--- src/hw/rtl/pect_pkg.sv ---
`default_nettype none
package pect_pkg;
	localparam int MaxVertices = 64;
	localparam int IdxW        = 6;
	localparam int CntW        = 7;
	localparam int CoordW      = 24;
	localparam int DiffW       = CoordW + 1;
	localparam int ProdW       = 2 * DiffW;
	localparam int CrossW      = ProdW + 1;
	localparam int AccW        = CrossW + IdxW;
	localparam int EpsW        = 20;
	localparam int StatusW     = 2;

	typedef logic signed [CoordW-1:0] coord_t;
	typedef logic signed [DiffW-1:0]  diff_t;
	typedef logic signed [ProdW-1:0]  prod_t;
	typedef logic signed [CrossW-1:0] cross_t;
	typedef logic signed [AccW-1:0]   acc_t;
	typedef logic [IdxW-1:0]          idx_t;
	typedef logic [CntW-1:0]          cnt_t;
	typedef logic [StatusW-1:0]       status_t;

	localparam status_t ST_TRI   = 2'd0;
	localparam status_t ST_SHORT = 2'd1;
	localparam status_t ST_NOEAR = 2'd2;
	localparam status_t ST_OVF   = 2'd3;

	typedef struct packed {
		coord_t x;
		coord_t y;
	} point_t;

	typedef struct packed {
		point_t pt;
		idx_t   lbl;
	} vtx_t;

	// ring operation applied to every cell in the same cycle
	typedef enum logic [1:0] {
		OP_HOLD = 2'd0,
		OP_ROT  = 2'd1,
		OP_DEL  = 2'd2,
		OP_FLIP = 2'd3
	} cell_op_t;

	typedef struct packed {
		cell_op_t op;
		logic     load_en;
		logic     is_last;
		logic     is_head;
	} cell_ctl_t;

	typedef enum logic [1:0] {
		K_AREA    = 2'd0,
		K_CONVEX  = 2'd1,
		K_CONTAIN = 2'd2
	} kind_t;

	typedef struct packed {
		logic  vld;
		kind_t kind;
	} tag_t;
endpackage
`default_nettype wire

--- src/hw/rtl/pect_cross.sv ---
`default_nettype none
module pect_cross (
	input  wire logic             clk,
	input  wire pect_pkg::point_t a,
	input  wire pect_pkg::point_t b,
	input  wire pect_pkg::point_t p,
	output pect_pkg::cross_t      cr
);
	// (b - a) x (p - a), two register stages
	pect_pkg::diff_t bx_s1, by_s1, px_s1, py_s1;
	pect_pkg::prod_t m1_s2, m2_s2;

	always_ff @(posedge clk) begin
		bx_s1 <= pect_pkg::diff_t'(b.x) - pect_pkg::diff_t'(a.x);
		by_s1 <= pect_pkg::diff_t'(b.y) - pect_pkg::diff_t'(a.y);
		px_s1 <= pect_pkg::diff_t'(p.x) - pect_pkg::diff_t'(a.x);
		py_s1 <= pect_pkg::diff_t'(p.y) - pect_pkg::diff_t'(a.y);
		m1_s2 <= pect_pkg::prod_t'(bx_s1) * pect_pkg::prod_t'(py_s1);
		m2_s2 <= pect_pkg::prod_t'(by_s1) * pect_pkg::prod_t'(px_s1);
	end

	assign cr = pect_pkg::cross_t'(m1_s2) - pect_pkg::cross_t'(m2_s2);
endmodule
`default_nettype wire

--- config.mk ---
export PLATFORM = sky130hd
export DESIGN_NAME = pect_cross
export DESIGN_NICKNAME = d
export VERILOG_FILES = /design/src/hw/rtl/pect_pkg.sv /design/src/hw/rtl/pect_cross.sv
export SDC_FILE = /design/constraint.sdc
export NUM_CORES = 2
export LEC_CHECK = 0
export BUFFER_PORTS_ARGS = -buffer_cell sky130_fd_sc_hd__buf_2
export CAP_MARGIN = 25
export CELL_PAD_IN_SITES_DETAIL_PLACEMENT = 0
export CELL_PAD_IN_SITES_GLOBAL_PLACEMENT = 1
export CORE_AREA = 3 3 336 338
export CTS_BUF_LIST = sky130_fd_sc_hd__clkbuf_2
export CTS_CLUSTER_SIZE = 30
export DETAILED_ROUTE_END_ITERATION = 6
export DIE_AREA = 0 0 339 341
export PLACE_DENSITY_LB_ADDON = 0.1
export SYNTH_ARGS = -nofsm -noshare
export SYNTH_HDL_FRONTEND = slang
export SYNTH_SLANG_ARGS = --single-unit
export TNS_END_PERCENT = 30
--- constraint.sdc ---
create_clock -name clk -period 9.1 [get_ports clk]
set_clock_uncertainty 0.15 [all_clocks]
set_input_delay 2.73 -clock clk [delete_from_list [all_inputs] [get_ports clk]]
set_output_delay 2.73 -clock clk [all_outputs]
set_load 0.1 [all_outputs]
# Word level (Yosys, flattened, before mapping)
# Index checks and enable logic that the tools add are counted.
dict set report totals {
  wordCells 13
  out_inout_bits 51
  reg_bits 200
  inputBits 145
}
dict set report classes {
  mul 2
  n_addsub 5
}
# op count
set ops {}
lappend ops {{$mul 25x25->50} 2}
lappend ops {{$sub 24x24->25} 4}
lappend ops {{$sub 50x50->51} 1}

# Longest topological paths before layout
dict set report logic_depth {
  depth_word 1
  ltp_mapped 29
  depth_no_buf 26
}

# Worst setup path after synthesis
# OpenSTA, ideal clock, no wires.
dict set report synth_path {
  kind {reg2reg}
  from {register by_s1[24]}
  to {register m2_s2[49]}
  period_less_slack_ns 7.263
  slack_ns 1.837
  t_arrival_ns 7.041
  path_stages_with_launch 24
  path_buffers 1
  path_cell_list {dfxtp_1 clkbuf_1 nand2_1 inv_1 fa_1 fa_1 inv_1 fa_1 inv_1 fa_1 fa_1 fa_1 fa_1 ha_1 a21o_1 a21o_1 a21oi_1 o21ai_0 a31o_2 a21o_1 a21o_1 a211o_1 a21oi_1 xnor2_1}
}
dict set report synth_via {
  elab_chain_cells 1
}
# item line
set synth_rtl {}
lappend synth_rtl {{start, declared} pect_cross.sv:10} ;# pect_pkg::diff_t bx_s1, by_s1, px_s1, py_s1;
lappend synth_rtl {{start signal, assigned} pect_cross.sv:15} ;# by_s1 <= pect_pkg::diff_t'(b.y) - pect_pkg::diff_t'(a.y);
lappend synth_rtl {{$mul 25x25->50} pect_cross.sv:19} ;# m2_s2 <= pect_pkg::prod_t'(by_s1) * pect_pkg::prod_t'(px_s1);
lappend synth_rtl {{end signal, assigned} pect_cross.sv:19}
lappend synth_rtl {{end, declared} pect_cross.sv:11} ;# pect_pkg::prod_t m1_s2, m2_s2;
# Every way passes these cells.

# Worst setup path in the final report
dict set report layout_path {
  from {register px_s1[1]}
  to {register m2_s2[49]}
}
dict set report layout_via {
  elab_chain_cells 1
}
# item line
set layout_rtl {}
lappend layout_rtl {{start, declared} pect_cross.sv:10}
lappend layout_rtl {{start signal, assigned} pect_cross.sv:16} ;# px_s1 <= pect_pkg::diff_t'(p.x) - pect_pkg::diff_t'(a.x);
lappend layout_rtl {{$mul 25x25->50} pect_cross.sv:19}
# Every way passes these cells.

==> results_dict.tcl <==
set metrics [dict create \
    antenna_found_initial 8 \
    cts.sinks 200 \
    min_period_ps 8370 \
    finalHoldViolCount 0 \
    wire_per_inst_microns 20.8 \
    fillCellCount 10461 \
    slowest_delay_ps 990 \
    drt_first_pass_iters 5 \
    tightest_slew_ps 1070 \
    critPathKind "flop to flop" \
    cp_max_fo 20 \
    synth_top_area_share_pct 46.4 \
    num_rows 122 \
    crit_top_cell "fa_1" \
    finalSetupViolations 0 \
    avgViaCountPerCell 5.34 \
    rsz0062_at_grt "no" \
    clock.fmax_mhz 119 \
    dpl.hpwl_mm 139 \
    ios 196 \
    slew_headroom_pct 26.7 \
    place_congestion 0.954 \
    status "complete, no violations" \
    seqCellArea_sq_um 4000 \
    via_count 41747 \
    synth_enable_flop_cells 0 \
    die_h_microns 341 \
    syn_avg_cell_area_sq_um 9.17 \
    synth_most_common_cell "inv_1" \
    min_delay_worst_endpoint "m2_s2[0]$_DFF_P_" \
    die_x_microns 339 \
    async_flop_share_pct 0 \
    area_growth_pct 5.75 \
    clock_path_buffers 2 \
    initial_core_util_pct 51.6 \
    cts.clk_slew.worst_paths_ps 350 \
    reg2reg_to "m2_s2[49]$_DFF_P_" \
    synth_warnings 0 \
    hold_class "flop to flop" \
    crit_slowest_cell "dfxtp_1" \
    drc_errors 0 \
    ys_top_cells_by_count "1,439 x inv_1, 1,321 x fa_1, 696 x nand2_1" \
    die-area_sq_um 116000 \
    grt_pass1_wl_mm 258 \
    gr-total-overflow 0 \
    core_region_area_sq_um 110000 \
    crit_required_ps 9950 \
    drt_wl_total_mm 163 \
    synth-seq-cells 200 \
    clk-insertion-delay-late_ps 1150 \
    root_buffer "clkbuf_2" \
    rr_worst_depth 22 \
    synth_seq_area_share_pct 7.03 \
    cts_setup_buffers 0 \
    drt.antenna.violating_nets 0 \
    synth_nets 8112 \
    synth_top_area_cell "fa_1" \
    h-tree-depth 4 \
    critPathCaptureType "flop" \
    cts_tree "done" \
    portBuffers 195 \
    netlist_instances 6218 \
    nNetsFinal 8209 \
    reg2reg_slack_ps 730 \
    grt_pass1_vias 44670 \
    fin_tns_setup_ps 0 \
    synth.area.top_cells "fa_1 46%, inv_1 9.5%, ha_1 9.4%, dfxtp_1 7.0%, and2_1 6.6%" \
    yosysUniqueCellTypes 85 \
    rr_startpoint "px_s1[1]$_DFF_P_" \
    path_cells "nand2_1 > inv_1 > fa_1 > fa_1 > inv_1 > fa_1 > inv_1 > fa_1 > fa_1 > fa_1 > fa_1 > ha_1 > a21o_1 > a21o_1 > a21oi_1 > o21ai_0 > a31o_2 > a21o_1 > a21o_1 > a211o_1 > a21oi_1 > xnor2_1" \
    synth_ff_type "dfxtp_1" \
    hold_path.startpoint "px_s1[0]$_DFF_P_" \
    multiInputGateArea_sq_um 46700 \
    drv_cap 0 \
    startpoint_type "flop" \
    grtUsageTotal_pct 29.2 \
    grt_start_max_net_pins 27 \
    arrival_ps 9220 \
    cts.repair.resized 0 \
    drive_above_1_share_pct 6.18 \
    hold_depth 1 \
    cts_made_buffers 17 \
    min_period_over_period_pct 92.0 \
    drtIter0Drc 2416 \
    final_max_slew_viol_count 0 \
    ctsHoldBuffers 0 \
    synth.cell_area_sq_um 57000 \
]
[registers in the layout, summed over array words and instances, names as in the netlist]
name   flops
py_s1     25
m1_s2     50
bx_s1     25
px_s1     25
m2_s2     50
by_s1     25
[how the worst max path moves through the flow]
stage                   endpoint         startpoint  cells after the start  slack [ps]
2_1_floorplan  m2_s2[49]$_DFF_P_  by_s1[24]$_DFF_P_                     23        1840
3_3_place_gp   m2_s2[49]$_DFF_P_   px_s1[2]$_DFF_P_                     21         960
3_5_place_dp   m2_s2[49]$_DFF_P_   px_s1[1]$_DFF_P_                     22         850
4_1_cts        m2_s2[49]$_DFF_P_   px_s1[1]$_DFF_P_                     22         730
5_1_grt        m2_s2[49]$_DFF_P_   px_s1[1]$_DFF_P_                     22         290
6_report       m2_s2[49]$_DFF_P_   px_s1[1]$_DFF_P_                     22         730
[logic make-up (layout without fill, tap and decap cells)]
group / after synthesis / count (layout) / synth area share [%]
simple gates: 1718 / 1718 / 15.1
fa+ha+maj: 1749 / 1749 / 55.8
buf+inv: 1679 / 1789 / 11.1
compound gates: 636 / 636 / 7.34
xor+xnor: 231 / 231 / 3.55
flops: 200 / 200 / 7.03
mux: 5 / 5 / 0.0900
other cells: 0 / 9 / 0
[layer usage]
| layer | track usage (%) | vias to the layer above | wire, microns |
|---|---|---|---|
| met4 | 7.36 | 0 | 4500 |
| met1 | 39.7 | 21655 | 69000 |
| met2 | 50.3 | 1141 | 80600 |
| met5 | 0 | - | 0 |
| met3 | 3.01 | 189 | 8710 |
| li1 | - | 18762 | - |
[stage by stage]
| stage | cell area (sq um) | worst slack, ps | hold WS (ps) | utilization, % | std cells |
|---|---|---|---|---|---|
| after floorplan | 57000 | 1840 | 348 | - | 6218 |
| after CTS | 60000 | 730 | 559 | 54.4 | 7807 |
| final | 60300 | 731 | 546 | 54.6 | 7825 |
| after global placement | 59800 | 956 | 537 | 54.2 | 7774 |
| after global routing | 60300 | 286 | 580 | 54.6 | 7821 |
| after detailed placement | 59800 | 848 | 533 | 54.2 | 7775 |
[worst max-delay path, delay by kind of cell, from the launching register on]
| kind | cells | cell delay, ps |
|---|---|---|
| fa+ha+maj | 8 | 4160 |
| compound gates | 9 | 1770 |
| flops | 1 | 990 |
| buf+inv | 3 | 860 |
| simple gates | 1 | 210 |
| xor+xnor | 1 | 140 |
[placed cells by master, fill, tap and decap left out, drive strengths merged, types with 8 or more instances in the layout]
master and n:
nand2 696, xor2 58, and4 8, or3 13
a211o 12, buf 317, o21ai 108, a21boi 9
o21a 44, diode 9, o31ai 9, o31a 10
nor3 39, a31oi 25, inv 1446, nor2b 46
o21bai 18, nand4 22, o211ai 12, and2 605
ha 428, clkbuf 18, nand2b 47, a21oi 210
or2 15, xnor2 173, dfxtp 200, a21o 100
nor2 137, nand3 40, fa 1321, and3 26
a211oi 18
[layout make-up]
type	count	share of cell area, %
sequential	200	6.64
inverter	1440	8.97
tap	1488	3.09
timing repair buffer	317	3.43
clock buffer	18	0.149
antenna	9	0.0374
multi-input combinational	4339	77.5
clock inverter	14	0.228
Power is not shown: default switching activity piles up to over one toggle a cycle in this logic, so the estimate is an artifact.
