[src/hw/rtl/pect_pkg.sv]
`default_nettype none
package pect_pkg;
	localparam int MaxVertices = 64;
	localparam int IdxW        = 6;
	localparam int CntW        = 7;
	localparam int CoordW      = 24;
	localparam int DiffW       = CoordW + 1;
	localparam int ProdW       = 2 * DiffW;
	localparam int CrossW      = ProdW + 1;
	localparam int AccW        = CrossW + IdxW;
	localparam int EpsW        = 20;
	localparam int StatusW     = 2;

	typedef logic signed [CoordW-1:0] coord_t;
	typedef logic signed [DiffW-1:0]  diff_t;
	typedef logic signed [ProdW-1:0]  prod_t;
	typedef logic signed [CrossW-1:0] cross_t;
	typedef logic signed [AccW-1:0]   acc_t;
	typedef logic [IdxW-1:0]          idx_t;
	typedef logic [CntW-1:0]          cnt_t;
	typedef logic [StatusW-1:0]       status_t;

	localparam status_t ST_TRI   = 2'd0;
	localparam status_t ST_SHORT = 2'd1;
	localparam status_t ST_NOEAR = 2'd2;
	localparam status_t ST_OVF   = 2'd3;

	typedef struct packed {
		coord_t x;
		coord_t y;
	} point_t;

	typedef struct packed {
		point_t pt;
		idx_t   lbl;
	} vtx_t;

	// ring operation applied to every cell in the same cycle
	typedef enum logic [1:0] {
		OP_HOLD = 2'd0,
		OP_ROT  = 2'd1,
		OP_DEL  = 2'd2,
		OP_FLIP = 2'd3
	} cell_op_t;

	typedef struct packed {
		cell_op_t op;
		logic     load_en;
		logic     is_last;
		logic     is_head;
	} cell_ctl_t;

	typedef enum logic [1:0] {
		K_AREA    = 2'd0,
		K_CONVEX  = 2'd1,
		K_CONTAIN = 2'd2
	} kind_t;

	typedef struct packed {
		logic  vld;
		kind_t kind;
	} tag_t;
endpackage
`default_nettype wire

[src/hw/rtl/pect_cell.sv]
`default_nettype none
module pect_cell (
	input  wire logic               clk,
	input  wire pect_pkg::cell_ctl_t ctl,
	input  wire pect_pkg::point_t   load_pt,
	input  wire pect_pkg::idx_t     load_lbl,
	input  wire pect_pkg::vtx_t     nxt,
	input  wire pect_pkg::vtx_t     wrap,
	input  wire pect_pkg::idx_t     last_lbl,
	output pect_pkg::vtx_t          q
);
	pect_pkg::vtx_t v_q;

	always_ff @(posedge clk) begin
		if (ctl.load_en) begin
			v_q.pt  <= load_pt;
			v_q.lbl <= load_lbl;
		end else begin
			case (ctl.op)
				pect_pkg::OP_ROT: begin
					v_q <= ctl.is_last ? wrap : nxt;
				end
				pect_pkg::OP_DEL: begin
					// head cell stays, the rest close the gap at cell 1
					if (!ctl.is_head) begin
						v_q <= nxt;
					end
				end
				pect_pkg::OP_FLIP: begin
					v_q.lbl <= last_lbl - v_q.lbl;
				end
				default: begin
				end
			endcase
		end
	end

	assign q = v_q;
endmodule
`default_nettype wire

[config.mk]
export PLATFORM = sky130hd
export DESIGN_NAME = pect_cell
export DESIGN_NICKNAME = d
export VERILOG_FILES = /design/src/hw/rtl/pect_pkg.sv /design/src/hw/rtl/pect_cell.sv
export SDC_FILE = /design/constraint.sdc
export NUM_CORES = 1
export LEC_CHECK = 0
export BUFFER_PORTS_ARGS = -buffer_cell sky130_fd_sc_hd__buf_2
export CAP_MARGIN = 20
export CORE_ASPECT_RATIO = 1.25
export CORE_UTILIZATION = 41
export DETAILED_ROUTE_END_ITERATION = 6
export PLACE_DENSITY = 0.91
export RECOVER_POWER = 25
export SLEW_MARGIN = 20
export SYNTH_ARGS = -nofsm -noshare
export SYNTH_HDL_FRONTEND = slang
export SYNTH_SLANG_ARGS = --single-unit
[constraint.sdc]
create_clock -name clk -period 6.52 [get_ports clk]
set_input_delay 1.304 -clock clk [delete_from_list [all_inputs] [get_ports clk]]
set_output_delay 1.304 -clock clk [all_outputs]
set_load 0.01 [all_outputs]
# == After elaboration in Yosys (flattened, before gate mapping) ==
# Index checks and enable logic that the tools add are counted.
# totals
input_bits,174
register_bits,54
# op_classes
n_eq_ne,4
n_reduce_logical,4
addsub,1
mux,5
# ops
cell,count
$mux W54,3
$pmux W48 S2,1
$pmux W6 S3,1
$sub A6 B6 Y6,1
$eq A2 B2 Y1 const B,2
$reduce_and A2 Y1,2
$reduce_bool A4 Y1,1
$ne A3 B3 Y1 const B,1
$reduce_bool A3 Y1,1
$eq A2 B1 Y1 const B,1

# == Logic depth before layout (Yosys ltp) ==
# Gate-level depths: netlist of the first run.
# logic_depth
word_depth,3
ltp_mapped,9
depth_no_buf,9

# == Least setup slack after synthesis of the first run ==
# Ideal clock, no wire load.
# synth_timing
path_kind,input -> register
from,input port ctl[3] (netlist bit)
to,"register v_q (netlist bit q[10]), enable pin"
path_buffers,0
path_slack_ns,1.153
setup_time_ns,0.520
t_arrival_ns,4.847
cell_stages,2
cell_sequence,nand2b_4 -> o21ai_0
# synth_via
elab_chain_cells,3
word_cells_on_any_way,5
classes_between,eq/ne (3); reduce/logical (2)
# synth_rtl
element,line_no,source
start: declaration,pect_cell.sv:4,"input wire pect_pkg::cell_ctl_t ctl,"
$eq A2 B2 Y1 or $eq A2 B1 Y1 (tied branches),pect_cell.sv:19,case (ctl.op)
$ne A3 B3 Y1 (no source line) or $reduce_bool A3 Y1 (tied branches),-,
$reduce_and A2 Y1 (no source line) *,-,
end signal: assignment,pect_cell.sv:21,v_q <= ctl.is_last ? wrap : nxt;
end signal: assignment,pect_cell.sv:26,v_q <= nxt;
end: declaration,pect_cell.sv:12,pect_pkg::vtx_t v_q;
# Every way passes the cells marked *; elsewhere a longest branch is shown, timed or not.
# A chain may end at the register's enable or synchronous reset.

# == Worst setup path after layout of the first run ==
# layout_timing
from,input port ctl[3] (netlist bit)
to,register v_q (netlist bit q[17]) (data pin)
# layout_via
elab_chain_cells,3
word_cells_on_any_way,4
classes_between,eq/ne (2); mux (2)
# layout_rtl
element,line_no,source
$eq A2 B2 Y1 or $eq A2 B1 Y1 (tied branches),pect_cell.sv:19,
$pmux W48 S2 *,pect_cell.sv:19,
$mux W54 *,pect_cell.sv:15,if (ctl.load_en) begin
# Marked as above.

==> summary.md, run 1 <==
The flow ran to the end, and the final reports show no timing, DRC or antenna violations. The clock transition at the registers of the reported paths works out to 110 ps. The count of vias placed by the detailed router is 3,047. The via density per instance works out to 5.06. The time the worst path needs with I/O delays and setup was 3040 ps.

For the final database, setup skew stands at 0.323 ps. In the global route stage, met2 resource usage came out at 41.6%. Entering global routing, the biggest net connects 109 pins.

Die extent in x: 80.0 um. Overall overflow remaining after global route: 0. The number of distinct library cells after synthesis was 32. The worst-case IR drop observed on VDD is 0.000129 V.

The capturing element of the worst setup path was q[17]. For this block, the routed nets add up to 8.85 mm of wire. Setup repair after global routing left no endpoint under its margin. Dividing total power by cell area gives a power density of 210 mW/mm^2. In this run, CTS created clock tree buffers numbering 5. Across the run, the number of max-cap violations was 0. Worst hold margin: 814 ps. The total negative slack is 0 ps, and the via count of the first global-routing pass is 2,966. The count of nets left with antenna violations once routing finished came out at 0.

In this run the worst setup path begins at ctl[3]. Once the floorplan was initialized, standard cells occupied 42.4% of the core. The first-pass detailed-route iteration total was 4. The synthesized netlist occupies a cell area of 0.00312 mm^2. The tools report the number of instances resized during post-cts repair as 0.

The storage element area was 0.00162 mm^2. The worst register-to-register path has a setup slack of 4640 ps. The final number of hold-violating endpoints is 0, and the synthesized netlist net count is 472. Static timing analysis puts the maximum clock frequency at 329 MHz. Counting along the longest clock path gives a buffer depth of 2. The startpoint of the lowest-slack register-to-register path is q[0]. Data arrives at the worst endpoint at 3070 ps. Compared with the post-synthesis result, the final layout area differs by 39.4%.

Buffers inserted to repair hold after CTS numbered 0. The synthesized area per cell works out to 10.7 um^2. The library cell used most frequently in the layout, excluding fill and tap cells, is sky130_fd_sc_hd__buf_2. The category of the worst setup path capture point is a flop.

Across every metal layer, demand over resource in global routing totals 21.6%. The H-tree was split into 2 levels. The run gives 7.02 mm as the detailed placer's ending HPWL.

Synthesis produced 292 cells. Buffers placed on the I/O ports in this run total 227. Synthesis inferred 54 register bits.

For the worst-skew pair, the clock arrives at the later sink with an insertion delay of 300 ps. Vertical extent of the die: 99.5 um. Counting cells, the worst reg-to-reg path comes to 8. Of all nets on the critical path, the largest fanout is 28. In this run the core area contains 35 standard-cell rows. The design draws 0.913 mW. Yosys printed 0 warnings. Standard cell core area: 0.00736 mm^2.

Clock tree synthesis found a total of 54 sinks. The normalized max-slew margin is 38.7%, and the DRC violation count after routing is 0. The highest-utilization routing layer at the global route stage was met2. At the pin with the least slew margin, the transition time is 919 ps. In the final layout, the multi-input gates occupy 0.00135 mm^2. Wire length of the first global-routing pass: 13.2 mm. The share of final-layout standard cells stronger than drive strength 1 was 40.2%; the part of the cycle the worst path needs was 46.6%.

The met1 track demand over resource is 23.5%. In the layout the commonest cells are sky130_fd_sc_hd__buf_2 (187), sky130_fd_sc_hd__nand2_1 (59), sky130_fd_sc_hd__edfxtp_1 (54). For this run, global-route usage on met3 was measured as 4.13%. Flip-flop count of the largest register after layout: 54.

The worst hold path belongs to the class reg -> reg. The run gives 640 as the filler cell count. Once layout is done, the placed cells without fillers occupy 0.00435 mm^2.

The initial antenna violation count came out at 0. The routed length per instance was 14.7 um. The number of max-slew violations in the final report is 0.

In this run the static leakage power is 2.15 nW. Last weighted congestion value of the routability-driven placer: 0.841. TritonCTS built the clock tree.

The run gives 689 as the net count reported at finish. Pin placement for this block handled 228 I/O pins. At the worst endpoint, the required time is 6550 ps. For the number of violations reported at the end of detailed-routing iteration 0, the log shows 78.

The worst setup path is launched from an input pin. For this run, the register share of the synthesized area comes to 52.0%. The number of setup violations in the final report was 0; the post-CTS repair timing setup buffer count was 0. The tools report the number of antenna diodes as 0. In this run the critical register-to-register path is captured at q[4]. The clock tree root driver cell was sky130_fd_sc_hd__clkbuf_8.

The die covers 0.00797 mm^2. Once placement finished, the instance area stood at 0.00429 mm^2. Classification of the worst setup path: in -> reg.
[routing by layer]
| layer | routed length (um) | vias to the layer above | share of wire (%) |
|---|---|---|---|
| met1 | 3250 | 1385 | 37 |
| li1 | - | 1484 | - |
| met4 | 168 | 0 | 1.9 |
| met5 | 0 | - | 0 |
| met2 | 4770 | 163 | 54 |
| met3 | 661 | 15 | 7.5 |
[worst min-delay path by stage]
stage                       to  depth (start not counted)  startpoint
after global placement    q[5]                          3        q[5]
after detailed placement  q[5]                          3        q[5]
after global routing      q[5]                          3        q[5]
after floorplan           q[5]                          3        q[5]
after CTS                 q[5]                          3        q[5]
final                     q[5]                          3        q[5]
[cells by family (layout without fill, tap and decap cells)]
group	Yosys count	after routing	synth area share (%)
adder cells (fa/ha/maj)	6	6	2.65
AND/OR/NAND/NOR	70	70	9.10
XOR/XNOR	3	3	0.842
buffers and inverters	30	248	5.01
multiplexers	55	55	17.8
flip-flops	54	54	52.0
AO/OA/AOI/OAI	74	74	12.7
[power breakdown]
group          internal (mW)  leakage [nW]  total [mW]  switching, mW
clock network          0.115        0.0585       0.231          0.115
registers              0.436         0.549       0.450         0.0140
logic                  0.105          1.54       0.232          0.128
[stage by stage]
stage / worst slack [ps] / cells / utilization [%]
2_1_floorplan: 1150 / 292 / -
3_3_place_gp: 3250 / 594 / 58.3
3_5_place_dp: 3110 / 594 / 58.3
4_1_cts: 3470 / 602 / 59.8
5_1_grt: 3340 / 602 / 59.1
6_report: 3480 / 602 / 59.1
[synth_stat cells (all sizes together)]
cell type	number	area [um^2]
nand2	60	228
o22ai	2	12.5
inv	10	37.5
xnor2	2	17.5
mux2i	52	521
o211ai	1	7.51
nand2b	1	13.8
o221ai	1	8.76
edfxtp	54	1620
buf	10	81.3
mux2	3	33.8
ha	5	62.6
o31ai	1	7.51
nor2	5	18.8
or2	1	6.26
nor2b	1	6.26
fa	1	20.0
nand4	1	6.26
a21oi	6	30.0
a21o	1	7.51
o21ai	59	295
o21a	1	7.51
o31a	1	8.76
nor3	1	5.00
clkbuf	10	37.5
xor2	1	8.76
o211a	1	10.0
[layout make-up]
class / count / area share, %
tap: 92 / 2.65
sequential: 54 / 37.3
multi-input combinational: 208 / 31.1
timing repair buffer: 230 / 25.5
inverter: 10 / 0.863
clock buffer: 5 / 1.58
clock inverter: 3 / 1.01
[worst max-delay path: stages]
cell	delay, ps
sky130_fd_sc_hd__buf_2	170
sky130_fd_sc_hd__nand2b_4	180
sky130_fd_sc_hd__nand2_2	510
sky130_fd_sc_hd__buf_4	530
sky130_fd_sc_hd__mux2i_1	250
sky130_fd_sc_hd__o21ai_0	100
Note: power is estimated with default switching activity, not from simulation.
==> run 2, diff against run 1 <==
==> constraint.sdc (replaced) <==
create_clock -name clk -period 3.1 [get_ports clk]
set_input_delay 0.62 -clock clk [delete_from_list [all_inputs] [get_ports clk]]
set_output_delay 0.62 -clock clk [all_outputs]
set_load 0.01 [all_outputs]
==> run 2 against run 1 <==
Compared with the run above:
- first-iteration DRC count is 19% lower
- cell count increased by 0.33%
- worst setup slack worse by 2600 ps
- via count down 0.53%
- largest cell class unchanged
- critical endpoint is now q[45]
==> summary.md, run 2 (synthesized netlist as in run 1, its figures left out) <==
Setup repair after global routing left no endpoint under its margin. The logs give 79 (-28%) for the largest net degree at the start of global routing and 54 (unchanged) for the clock sink total. The post-CTS repair timing setup buffer count is 0 (unchanged). The critical path goes through buf_2, nand2b_4, o21ai_4, buf_4. The post-layout instance count excluding filler cells is 604 (+0.33%). The total negative slack was 0 ps (unchanged); the part of the cycle the worst path needs was 70.2%. For the die area, the log shows 0.00797 mm^2 (unchanged). The run gives 23.0% (-0.46 points) as the met1 track demand over resource.

The run gives 3,031 (-0.53%) as the count of vias placed by the detailed router. The time the worst path needs with I/O delays and setup was 2180 ps. The tools report the leakage power as 2.14 nW (-0.27%).

The run gives 31.3% (-7.4 points) as the normalized max-slew margin. The standard cell with the maximum stage delay on the critical path is sky130_fd_sc_hd__o21ai_4. The beginning of the worst hold path is load_pt[16].

The net count reported at finish is 691 (+0.29%), and the peak clock frequency supported by timing is 459 MHz. The number of hold-repair buffers added at the cts stage is 0 (unchanged). The worst hold path belongs to the class in -> reg. The wire length of the first global-routing pass was 13.1 mm (-1.2%); the first-pass detailed-route iteration total was 4 (unchanged). The DRC violation count after routing came out at 0 (unchanged). In the layout the commonest cells are sky130_fd_sc_hd__buf_2 (187), sky130_fd_sc_hd__nand2_1 (59), sky130_fd_sc_hd__edfxtp_1 (54). The logs give 0 (unchanged) for the number of max-cap violations and 0 (unchanged) for the final number of hold-violating endpoints. The tools report the post-placement setup slack as 563 ps (-2550 ps). The highest-utilization routing layer at the global route stage is met2.

The number of setup violations in the final report came out at 0 (unchanged). The last weighted congestion value of the routability-driven placer is 0.910 (+8.2%). For the smallest setup slack after layout, the log shows 923 ps (-2560 ps).

The run gives 5 (unchanged) as the number of buffers created by CTS. The post-placement cell count came out at 596 (+0.34%). The run gives 35 (unchanged) as the number of cell rows. The flow ran to the end, and the final reports show no timing, DRC or antenna violations. The vertical extent of the die is 99.5 um (unchanged). The routed length per instance came out at 14.6 um (-0.96%).

The run gives 2.99 ps (+2.67 ps) as the post-route clock skew. Critical path launch point type: an input pin. For the number of nets with antenna violations after detailed routing, the log shows 0 (unchanged). For the detailed placer's ending HPWL, the log shows 7.19 mm (+2.4%).

The initial cell density of the core was 42.4% (unchanged). The depth of the CTS H-tree was 2 (unchanged). Layout overhead on the synthesized area: 39.0%. The via density per instance was 5.02 (-0.85%). The category of the worst setup path capture point was a flop. The standard cell core area was 0.00736 mm^2 (unchanged); the total power per unit cell area was 420 mW/mm^2 (+100%).

Leading cell type in the layout, fill and taps excluded: sky130_fd_sc_hd__buf_2. The maximum number of buffers from clock root to sink is 2 (unchanged). The routing usage on met2 was 40.3% (-1.2 points); the data arrival time of the critical path was 2170 ps (-900 ps). CTS placed an instance of sky130_fd_sc_hd__clkbuf_8 at the clock tree root.

The overall overflow remaining after global route came out at 0 (unchanged). The number of buffers inserted by port buffering came out at 227 (unchanged). The initial antenna violation count was 0 (unchanged); the flip-flop count of the largest register after layout was 54 (unchanged).

The worst IR drop on VDD is 0.000268 V (+110%). The classification of the worst setup path is in -> reg. The die extent in x works out to 80.0 um (unchanged).

Count of pins on the block boundary: 228 (unchanged). The tools report the launch point of the worst path as ctl[3]. The tools report the worst hold margin as 595 ps (-219 ps). The clock transition at the registers of the reported paths was 100 ps (about the same); the transition time at the pin with the least slew margin was 1030 ps (+107 ps). The worst register-to-register path begins at q[0].

The met3 global-route usage is 3.85% (-0.28 points), and the number of instances resized during post-cts repair is 0 (unchanged). For the number of max-slew violations in the final report, the log shows 0 (unchanged). For the via count of the first global-routing pass, the log shows 2,881 (-2.9%). For the total wire length, the log shows 8.79 mm (-0.63%). The tools report the post-layout utilization of the core as 58.9% (-0.17 points).

The number of antenna diodes was 0 (unchanged); the share of final-layout standard cells stronger than drive strength 1 was 40.0% (-0.16 points). The largest driver fanout on the critical path is 32 (+14%). The tools report the global routing usage summed across all routing layers as 21.3% (-0.31 points). The instance count along the most critical hold path is 3 (unchanged), and the number of violations reported at the end of detailed-routing iteration 0 is 63 (-19%). The required time at the endpoint of the critical path was 3090 ps (-3460 ps); the depth of the worst register-to-register path was 8 (unchanged). TritonCTS built the clock tree. The highest cell delay on the worst timing path works out to 790 ps (+260 ps).

The clock latency on the worst-skew pair was 290 ps (about the same).
==> run 2: cell count changes in the layout (fill, tap and decap cells not counted) <==
cell and change:
sky130_fd_sc_hd__clkinv_2 -1, sky130_fd_sc_hd__buf_4 +2, sky130_fd_sc_hd__bufinv_16 -1, sky130_fd_sc_hd__clkinv_1 +1, sky130_fd_sc_hd__clkbuf_1 +1
==> run 2: worst max-delay path: cells and delay by family <==
family / cells / cell delay [ps]
buffers and inverters: 2 / 560
AO/OA/AOI/OAI: 1 / 790
AND/OR/NAND/NOR: 1 / 180
==> run 2: cell type report <==
type / instances / area [um^2]
fillers: 633 / 3020
clock inverters: 2 / 12.5
repair buffers: 232 / 1120
clock buffers: 6 / 72.6
multi-input cells: 208 / 1350
well taps: 92 / 115
flip-flops and latches: 54 / 1620
inverters: 10 / 37.5
==> run 2: layer usage <==
metal	up-vias	share of wire [%]
li1	1486	-
met1	1364	37
met2	160	54
met3	21	6.1
met4	0	2.4
met5	-	0
==> run 2: worst paths after layout <==
kind,slack [ps],to
max,920,q[45]
min,600,q[22]
max reg2reg,1220,q[4]
min reg2reg,870,q[5]
==> run 2: power by group <==
group	internal (mW)	total [mW]	switching, mW
registers	0.917	0.946	0.0287
clock network	0.160	0.383	0.223
logic	0.221	0.492	0.271
total	1.30	1.82	0.522
==> run 2: stage by stage <==
step | total power [mW] | cell area (um^2)
2_1_floorplan | 1.22 | 3120
3_3_place_gp | 1.45 | 4300
3_5_place_dp | 1.47 | 4300
4_1_cts | 1.85 | 4390
5_1_grt | 1.92 | 4340
6_report | 1.82 | 4340
==> run 3, diff against run 2 <==
--- a/config.mk
+++ b/config.mk
@@ -5,12 +5,13 @@
 export SDC_FILE = /design/constraint.sdc
 export NUM_CORES = 1
 export LEC_CHECK = 0
+export ABC_AREA = 1
 export BUFFER_PORTS_ARGS = -buffer_cell sky130_fd_sc_hd__buf_2
 export CAP_MARGIN = 20
 export CORE_ASPECT_RATIO = 1.25
 export CORE_UTILIZATION = 41
 export DETAILED_ROUTE_END_ITERATION = 6
-export PLACE_DENSITY = 0.91
+export PLACE_DENSITY = 0.9
 export RECOVER_POWER = 25
 export SLEW_MARGIN = 20
 export SYNTH_ARGS = -nofsm -noshare
==> constraint.sdc (replaced) <==
create_clock -name clk -period 2.15 [get_ports clk]
set_input_delay 0.43 -clock clk [delete_from_list [all_inputs] [get_ports clk]]
set_output_delay 0.43 -clock clk [all_outputs]
set_load 0.01 [all_outputs]
==> run 3 against run 2 <==
Compared with the run above:
- utilization rose by 0.87 points
- sequential cell count did not move
- register-to-register slack got worse by 700 ps
- via count rose by 21%
- design area rose by 2.7%
- critical path type unchanged
- critical endpoint is now q[43]
- largest cell class unchanged
==> summary.md, run 3 <==
Number of antenna diodes: 0 (unchanged). The die area is 0.00813 mm^2 (+2.1%). The maximum number of buffers from clock root to sink was 2 (unchanged); the sequential area share after synthesis was 50.9% (-1.1 points). The library cell used most frequently in the layout, excluding fill and tap cells, is sky130_fd_sc_hd__buf_2.

Initial cell density of the core: 42.8% (+0.39 points). The dominant cell by count in the synthesized netlist was sky130_fd_sc_hd__nand2_1. Yosys attributes the largest share of cell area to sky130_fd_sc_hd__edfxtp_1 (51%), sky130_fd_sc_hd__a31oi_1 (9.6%), sky130_fd_sc_hd__nand3_1 (9.1%), sky130_fd_sc_hd__nand2_1 (7.9%), sky130_fd_sc_hd__nor2_1 (7.3%).

The synthesized area per cell is 8.52 um^2 (-20%), and the part of the cycle the worst path needs is 78.8%. The number of cell rows came out at 35 (unchanged). The routed length per instance came out at 14.5 um (-0.68%). The count of pins on the block boundary came out at 228 (unchanged).

The overall overflow remaining after global route was 0 (unchanged). The tightest min-delay check is of the in -> reg type. The detailed placer's ending HPWL is 7.75 mm (+7.8%). The run gives 0.00445 mm^2 (+2.7%) as the area of all placed cells without fillers.

The number of flops mapped to enable cells by yosys is 54 (unchanged), and the final number of hold-violating endpoints is 0 (unchanged). The run gives 0.870 (-4.4%) as the last weighted congestion value of the routability-driven placer. The cell taking the most area after synthesis is sky130_fd_sc_hd__edfxtp_1.

CTS placed an instance of sky130_fd_sc_hd__clkbuf_8 at the clock tree root. The initial antenna violation count was 0 (unchanged). The run gives 0.00132 mm^2 (-2.5%) as the multi-input combinational cell area. The worst setup path is launched from an input pin. The mux cell area share after synthesis is 0% (-18 points), and the storage element area is 0.00162 mm^2 (unchanged). The clock transition at the registers of the reported paths is 90 ps (about the same). The synthesis-stage register bit count is 54 (unchanged), and the proportion of netlist area held by the largest area contributor is 50.9% (-1.1 points). The synthesized netlist net count is 554 (+17%). For the number of setup violations in the final report, the log shows 0 (unchanged). The fraction of registers with async set or reset after synthesis was 0% (unchanged). The wire length of the first global-routing pass came out at 14.8 mm (+14%). The total power per unit cell area works out to 627 mW/mm^2 (+49%). The classification of the worst setup path is in -> reg. Counting instances in the post-synthesis netlist gives the leading cell types as sky130_fd_sc_hd__nand2_1 (67), sky130_fd_sc_hd__nor2_1 (62), sky130_fd_sc_hd__nand3_1 (58), sky130_fd_sc_hd__edfxtp_1 (54), sky130_fd_sc_hd__a31oi_1 (49). The post-route clock skew was 0.410 ps (-2.58 ps). The global routing usage summed across all routing layers came out at 23.7% (+2.4 points).

The worst setup path is captured at a flop. The via density per instance came out at 5.36 (+6.9%). The tools report the peak clock frequency supported by timing as 590 MHz. The standard cell with the maximum stage delay on the critical path was sky130_fd_sc_hd__clkbuf_1. The count of mapped cells out of synthesis is 374 (+28%), and the depth of the CTS H-tree is 2 (unchanged). The clock sink total was 54 (unchanged). The filler cell count is 701 (+11%).

The flip-flop count of the largest register after layout came out at 54 (unchanged). The cell family contributing the most delay on the critical path is buffers and inverters. The transition time at the pin with the least slew margin works out to 497 ps (-529 ps). The tools report the number of buffers created by CTS as 5 (unchanged). Largest driver fanout on the critical path: 28 (-13%).

The net count reported at finish is 771 (+12%). The logs give 300 ps (about the same) for the clock latency on the worst-skew pair and 6 (+2) for the first-pass detailed-route iteration total. The post-synthesis instance area was 0.00319 mm^2 (+2.1%); the count of vias placed by the detailed router was 3,664 (+21%). The layout overhead on the synthesized area was 39.7%; the required time at the endpoint of the critical path was 2270 ps (-820 ps). The post-CTS repair timing setup buffer count came out at 0 (unchanged). Die extent in x: 80.9 um (+1.0%). For the worst IR drop on VDD, the log shows 0.000328 V (+22%). The number of buffers inserted by port buffering is 227 (unchanged).

The share of final-layout standard cells stronger than drive strength 1 is 36.5% (-3.5 points), and the number of violations reported at the end of detailed-routing iteration 0 is 236 (+270%). The number of distinct library cells after synthesis was 22 (-31%). For the number of hold-repair buffers added at the cts stage, the log shows 0 (unchanged). After synthesis, the largest family of logic cells by area is simple AND/OR/NAND/NOR gates.

The leakage power was 2.10 nW (-2.3%); the data arrival time of the critical path was 1820 ps (-350 ps). TritonCTS built the clock tree. The top cell types in the final layout, fill and taps aside, are sky130_fd_sc_hd__buf_2 (192), sky130_fd_sc_hd__nand2_1 (67), sky130_fd_sc_hd__nor2_1 (62). The number of buffer and inverter instances along the worst setup path came out at 2 (unchanged).

The run gives 66.8% (+36 points) as the normalized max-slew margin. For the DRC violation count after routing, the log shows 0 (unchanged). The compound-cell area share of the yosys netlist is 13.4% (+0.72 points).

The number of max-cap violations is 0 (unchanged). The standard cell core area is 0.00744 mm^2 (+1.2%), and the number of max-slew violations in the final report is 0 (unchanged). The highest cell delay on the worst timing path was 380 ps (-410 ps). The critical path goes through clkbuf_1, nand2_4, nand2_2, buf_4, nand2_1, a31oi_1.

The run finished with clean final reports. The via count of the first global-routing pass was 3,395 (+18%). Total negative slack: 0 ps (unchanged). The total wire length is 9.88 mm (+12%), and the largest net degree at the start of global routing is 52 (-34%).

The time the worst path needs with I/O delays and setup was 1690 ps. Setup repair after global routing left no endpoint under its margin. The synthesized-area fraction occupied by adder cells is 2.59% (-0.055 points). The most used flip-flop cell after synthesis is sky130_fd_sc_hd__edfxtp_1. The post-place instance area is 0.00440 mm^2 (+2.2%).

Vertical extent of the die: 101 um (+1.0%). Number of instances resized during post-cts repair: 0 (unchanged). The share of the synthesized netlist area taken by xor and xnor gates works out to 0% (-0.84 points). The simple-gate portion of the synthesized area is 25.4% (+16 points). The number of nets with antenna violations after detailed routing is 0 (unchanged), and the yosys synthesis warning count is 0 (unchanged).
-- run 3: cell count changes after synthesis, moves of 5 or more --
cell and delta:
sky130_fd_sc_hd__inv_1 +10, sky130_fd_sc_hd__nor2_1 +57, sky130_fd_sc_hd__buf_2 +5, sky130_fd_sc_hd__o21ai_1 -17, sky130_fd_sc_hd__nand3_1 +58, sky130_fd_sc_hd__a31oi_1 +49
sky130_fd_sc_hd__o21ai_0 -32, sky130_fd_sc_hd__mux2i_1 -52, sky130_fd_sc_hd__nand2_1 +8
-- run 3: final cells by class --
| cell class | count | area share, % |
|---|---|---|
| Tap cell | 92 | 2.58 |
| Timing Repair Buffer | 238 | 26.9 |
| Sequential cell | 54 | 36.4 |
| Clock inverter | 2 | 0.759 |
| Clock buffer | 5 | 1.55 |
| Inverter | 23 | 2.19 |
| Multi-Input combinational cell | 269 | 29.6 |
-- run 3: kinds of logic after synthesis --
group / count (synthesis)
and+or+nand+nor: 192
AOI/OAI and AO/OA: 71
DFF: 54
buffers and inverters: 51
adders and majority gates: 6
-- run 3: metrics by stage --
step                utilization (%)  hold slack, ps  worst slack [ps]  instances  power, mW
finish                         59.8             402               456        683       2.79
global placement               59.1             701               318        676       2.15
CTS                            60.5             392               530        683       2.83
detailed placement             59.1             712               285        676       2.18
global route                   59.8             414               350        683       2.94
floorplan                         -             606              3.12        374       1.80
-- run 3: final timing paths --
path                            cells after the start         from  slack [ps]  endpoint
worst min register to register                      3         q[0]         840      q[0]
worst max-delay path                                6       ctl[4]         460     q[43]
worst max register to register                      8         q[0]         520      q[4]
worst min-delay path                                3  load_lbl[2]         400      q[2]
-- run 3: layer usage --
metal  global-route usage (%)  wire [um]  vias to the layer above
li1                         -          -                     1752
met1                     24.4       3480                     1614
met2                     42.4       5030                      248
met3                     7.51        989                       50
met4                     11.7        378                        0
met5                        0          0                        -
-- run 3: where the power goes --
part | leakage [nW] | switching, mW | internal, mW
Sequential | 0.544 | 0.0429 | 1.33
Combinational | 1.50 | 0.445 | 0.316
Clock | 0.0517 | 0.316 | 0.337
-- run 3: worst register-to-register path: stages (launching register included) --
cell and delay [ps]:
sky130_fd_sc_hd__edfxtp_1 350, sky130_fd_sc_hd__ha_1 140, sky130_fd_sc_hd__inv_1 60, sky130_fd_sc_hd__fa_1 390, sky130_fd_sc_hd__nand2_1 90, sky130_fd_sc_hd__a21oi_1 70
sky130_fd_sc_hd__o21ai_0 160, sky130_fd_sc_hd__nand3_1 90, sky130_fd_sc_hd__a21oi_1 130
